==> config.mk <==
export PLATFORM = sky130hd
export DESIGN_NAME = lbs_front
export DESIGN_NICKNAME = d
export VERILOG_FILES = /design/src/rtl/lbs_pkg.sv /design/src/rtl/lbs_front.sv
export SDC_FILE = /design/constraint.sdc
export NUM_CORES = 1
export LEC_CHECK = 0
export BUFFER_PORTS_ARGS = -buffer_cell sky130_fd_sc_hd__buf_2
export CORE_UTILIZATION = 45
export DETAILED_ROUTE_END_ITERATION = 12
export PLACE_DENSITY = 0.77
export SLEW_MARGIN = 20
export SYNTH_ARGS = -nofsm -noshare
export SYNTH_HDL_FRONTEND = slang
export SYNTH_SLANG_ARGS = --single-unit
export TNS_END_PERCENT = 1
==> constraint.sdc <==
create_clock -name aclk -period 12.04 [get_ports aclk]
set_clock_uncertainty 0.05 [all_clocks]
set_input_delay 0.602 -clock aclk [delete_from_list [all_inputs] [get_ports aclk]]
set_output_delay 0.602 -clock aclk [all_outputs]
set_load 0.005 [all_outputs]
==> src/rtl/lbs_pkg.sv <==
package lbs_pkg;

    localparam int WORDS_PER_JOINT = 12;
    localparam int WEIGHT_FRAC     = 15;
    localparam int S_TDATA_W       = 176;
    localparam int M_TDATA_W       = 112;

    localparam logic ACTION_LOAD  = 1'b0;
    localparam logic ACTION_BLEND = 1'b1;

    // what the back end does with a queued item
    typedef enum logic [1:0] {
        KIND_LOAD,
        KIND_BLEND,
        KIND_EMIT
    } kind_t;

    typedef struct packed {
        kind_t              kind;
        logic [5:0]         joint;
        logic [3:0]         word;
        logic signed [31:0] word_value;
        logic [15:0]        weight;
        logic signed [31:0] bind_x;
        logic signed [31:0] bind_y;
        logic signed [31:0] bind_z;
        logic               last;
        logic [15:0]        vertex;
    } item_t;

endpackage

==> src/rtl/lbs_front.sv <==
module lbs_front
    import lbs_pkg::*;
#(
    parameter int JOINT_COUNT = 64
) (
    input  logic                 aclk,
    input  logic                 aresetn,
    input  logic                 s_tvalid,
    output logic                 s_tready,
    input  logic [S_TDATA_W-1:0] s_tdata,
    input  logic                 s_tuser,
    input  logic                 s_tlast,
    output logic                 q_valid,
    output item_t                q_item,
    input  logic                 q_pop
);

    localparam int DEPTH = 2;
    localparam int PW    = $clog2(DEPTH);

    item_t         fifo_reg [DEPTH];
    logic [PW-1:0] wr_ptr_reg;
    logic [PW-1:0] rd_ptr_reg;
    logic [PW:0]   count_reg;
    logic [PW:0]   count_next;

    item_t in_item;
    logic  joint_ok;
    logic  word_ok;
    logic  keep;
    logic  push;

    always_comb begin
        in_item.joint      = s_tdata[5:0];
        in_item.word       = s_tdata[9:6];
        in_item.word_value = s_tdata[41:10];
        in_item.weight     = s_tdata[57:42];
        in_item.bind_x     = s_tdata[89:58];
        in_item.bind_y     = s_tdata[121:90];
        in_item.bind_z     = s_tdata[153:122];
        in_item.vertex     = s_tdata[169:154];
        in_item.last       = s_tlast;
        joint_ok = int'(in_item.joint) < JOINT_COUNT;
        word_ok  = int'(in_item.word) < WORDS_PER_JOINT;
        // out-of-range loads and non-final out-of-range influences are dropped
        if (s_tuser == ACTION_LOAD) begin
            in_item.kind = KIND_LOAD;
            keep         = joint_ok && word_ok;
        end else if (joint_ok) begin
            in_item.kind = KIND_BLEND;
            keep         = 1'b1;
        end else begin
            in_item.kind = KIND_EMIT;
            keep         = s_tlast;
        end
    end

    assign s_tready   = count_reg != (PW+1)'(DEPTH);
    assign push       = s_tvalid && s_tready && keep;
    assign q_valid    = count_reg != '0;
    assign q_item     = fifo_reg[rd_ptr_reg];
    assign count_next = count_reg + (PW+1)'(push) - (PW+1)'(q_pop);

    always_ff @(posedge aclk) begin
        if (!aresetn) begin
            wr_ptr_reg <= '0;
            rd_ptr_reg <= '0;
            count_reg  <= '0;
        end else begin
            if (push) begin
                wr_ptr_reg <= wr_ptr_reg + 1'b1;
            end
            if (q_pop) begin
                rd_ptr_reg <= rd_ptr_reg + 1'b1;
            end
            count_reg <= count_next;
        end
    end

    always_ff @(posedge aclk) begin
        if (push) begin
            fifo_reg[wr_ptr_reg] <= in_item;
        end
    end

endmodule

==> flow_summary.json <==
{
  "status": "completed",
  "die_area_um2": 29500,
  "area_growth_pct": 24.7,
  "antenna_found_initial": 8,
  "dr.pass1.iters": 4,
  "die_x_um": 172,
  "grt_pass1_vias": 6637,
  "timing.final.ws_setup_ns": 7.60,
  "io_buffers": 349,
  "start_kind": "register",
  "setup_violations": 0,
  "clock_path_buffers": 3,
  "crit_top_cell": "buf_4",
  "syn-cell-area_um2": 13000,
  "cts.reportedPaths.clkPinSlew_ns": 0.06,
  "design_area_um2": 16200,
  "rsz0062_at_grt": "no",
  "dpl_worst_slack_ns": 7.80,
  "hold_start": "s_tdata[132]",
  "reg2reg_depth": 5,
  "cts_resized": 0,
  "drcViolationCount": 0,
  "vias": 6484,
  "fin_cells": 1344,
  "crit_chain": "buf_4 -> buf_4 -> mux2_2 -> buf_2",
  "crit_buf_inv": 3,
  "cts.htree.levels": 2,
  "first_iter_violations": 339,
  "period_minus_slack_ns": 4.44,
  "post_cts.repair.setup_buffers": 0,
  "synth_cell_types": 20,
  "fin_hold_ws_ns": 0.238,
  "cts_root_buf": "clkbuf_16",
  "tritoncts": "done",
  "top_usage_layer": "met2",
  "critPathCaptureType": "primary output",
  "wl_per_cell_um": 18.4,
  "post-route-period-util_pct": 36.9,
  "tightest_slew_ns": 1.09,
  "slew_headroom_pct": 27.6,
  "numClockSinks": 349,
  "r2r_setup_slack_ns": 8.17,
  "routed_via_density": 4.82,
  "min_path_type": "input pin to register",
  "arrival_ns": 3.79,
  "leakage_nw": 6.18,
  "initial_core_util_pct": 46.2,
  "fin_nets": 1122,
  "core_um2": 28100,
  "layout_common_cells": "buf_2, edfxtp_1, mux2_2, mux2_4, clkbuf_16",
  "grt_start_max_net_pins": 81,
  "final_util_pct": 57.6,
  "maxSlewViolCount": 0,
  "powerDensity_nw_per_um2": 178,
  "postRouteAntennaNets": 0,
  "placedCellCount": 1277,
  "reg2reg_to": "fifo_reg[0][69]",
  "critPathTopFamily": "buffers and inverters",
  "fmax_mhz": 225,
  "drv_cap": 0,
  "yosysWarnings": 0,
  "yosysSeqAreaShare_pct": 80.4,
  "synth_nets": 748,
  "largest_reg_flops": 344,
  "min_to": "fifo_reg[0][27]",
  "cts_hold_buf": 0,
  "ioPinCount": 357,
  "setup_tns_ns": 0,
  "synth-seq-cells": 349,
  "routed_wl_um": 24700,
  "mostFrequentLayoutCell": "buf_2",
  "placed_cell_area_um2": 15100,
  "worstSetupPathType": "register to primary output",
  "crit_path_max_incr_delay_ns": 0.91,
  "worstSkewPairLatency_ns": 0.49,
  "grt_pass1_wl_um": 35300,
  "hold_viol_final": 0,
  "chipHeight_um": 172,
  "grt_usage_pct": 15.9,
  "gp_congestion": 0.726,
  "whs_path_depth": 1,
  "numCtsBuffers": 37,
  "r2r_start": "count_reg[0]",
  "grt_overflow": 0,
  "use_met1_pct": 16.8,
  "gr-usage-met3_pct": 6.01,
  "crit_fanout": 61,
  "gr-usage-met2_pct": 29.0,
  "dpl.hpwl_um": 16200,
  "cp.required_ns": 11.39,
  "syn_avg_cell_area_um2": 23.0,
  "critPathSlowestCell": "buf_4",
  "power.total_mw": 2.87,
  "syn_inst": 564,
  "num_rows": 61,
  "drive_above_1_share_pct": 59.9,
  "ir_worst_vdd_v": 0.000155
}
==> worst max-delay path by stage <==
stage,to,slack [ns],depth (start not counted)
finish,q_item[8],7.60,4
global route,q_item[46],7.35,4
CTS,q_item[8],7.51,4
detailed placement,fifo_reg[1][100],7.80,6
global placement,fifo_reg[0][171],7.81,6
floorplan,fifo_reg[0][0],3.31,3
==> cells in the mapped netlist <==
cell / instances / share of area, %
and2_1: 2 / 0.096
buf_2: 9 / 0.35
buf_4: 1 / 0.058
buf_6: 10 / 0.87
conb_1: 1 / 0.029
dfxtp_1: 5 / 0.77
edfxtp_1: 344 / 80
ha_1: 2 / 0.19
inv_1: 3 / 0.087
mux2_2: 92 / 8.0
mux2_4: 80 / 9.3
mux2i_1: 1 / 0.077
nand2_1: 3 / 0.087
nand2b_1: 1 / 0.048
nor2_1: 5 / 0.14
nor3_1: 1 / 0.039
o211ai_1: 1 / 0.058
or2_2: 1 / 0.048
xnor2_1: 1 / 0.068
xor2_1: 1 / 0.068
==> cells by family after synthesis <==
family / Yosys count / share of synthesized area, %
DFF: 349 / 80.4
muxes: 173 / 17.3
buffers and inverters: 23 / 1.36
and+or+nand+nor: 13 / 0.463
adders and majority gates: 2 / 0.193
xor gates and xnor gates: 2 / 0.135
other: 1 / 0.0289
AOI/OAI and AO/OA: 1 / 0.0579
==> worst reg2reg max path: stages (launching register included) <==
cell and delay, ns:
dfxtp_1 0.35, nand2b_1 0.15, o211ai_1 0.29, nor2_4 0.85
buf_4 0.76, buf_4 0.96
==> power by group <==
part	switching [mW]	internal, mW	leakage, nW
sequential	0.0321	1.47	3.23
clock	0.423	0.586	0.520
combinational	0.176	0.182	2.42
==> metal layers <==
layer / vias up / wire length (µm)
met3: 53 / 2330
met1: 3166 / 9060
met2: 264 / 12700
li1: 2993 / -
met5: - / 67
met4: 8 / 546
==> layout make-up <==
| cell class | count | area (µm²) |
|---|---|---|
| well taps | 378 | 473 |
| clock inverters | 16 | 108 |
| diodes | 4 | 10.0 |
| clock buffers | 47 | 963 |
| fillers | 2174 | 11900 |
| repair buffers | 355 | 1790 |
| multi-input cells | 192 | 2380 |
| inverters | 3 | 11.3 |
| flip-flops and latches | 349 | 10400 |
Power figures use the tool's default switching activity.
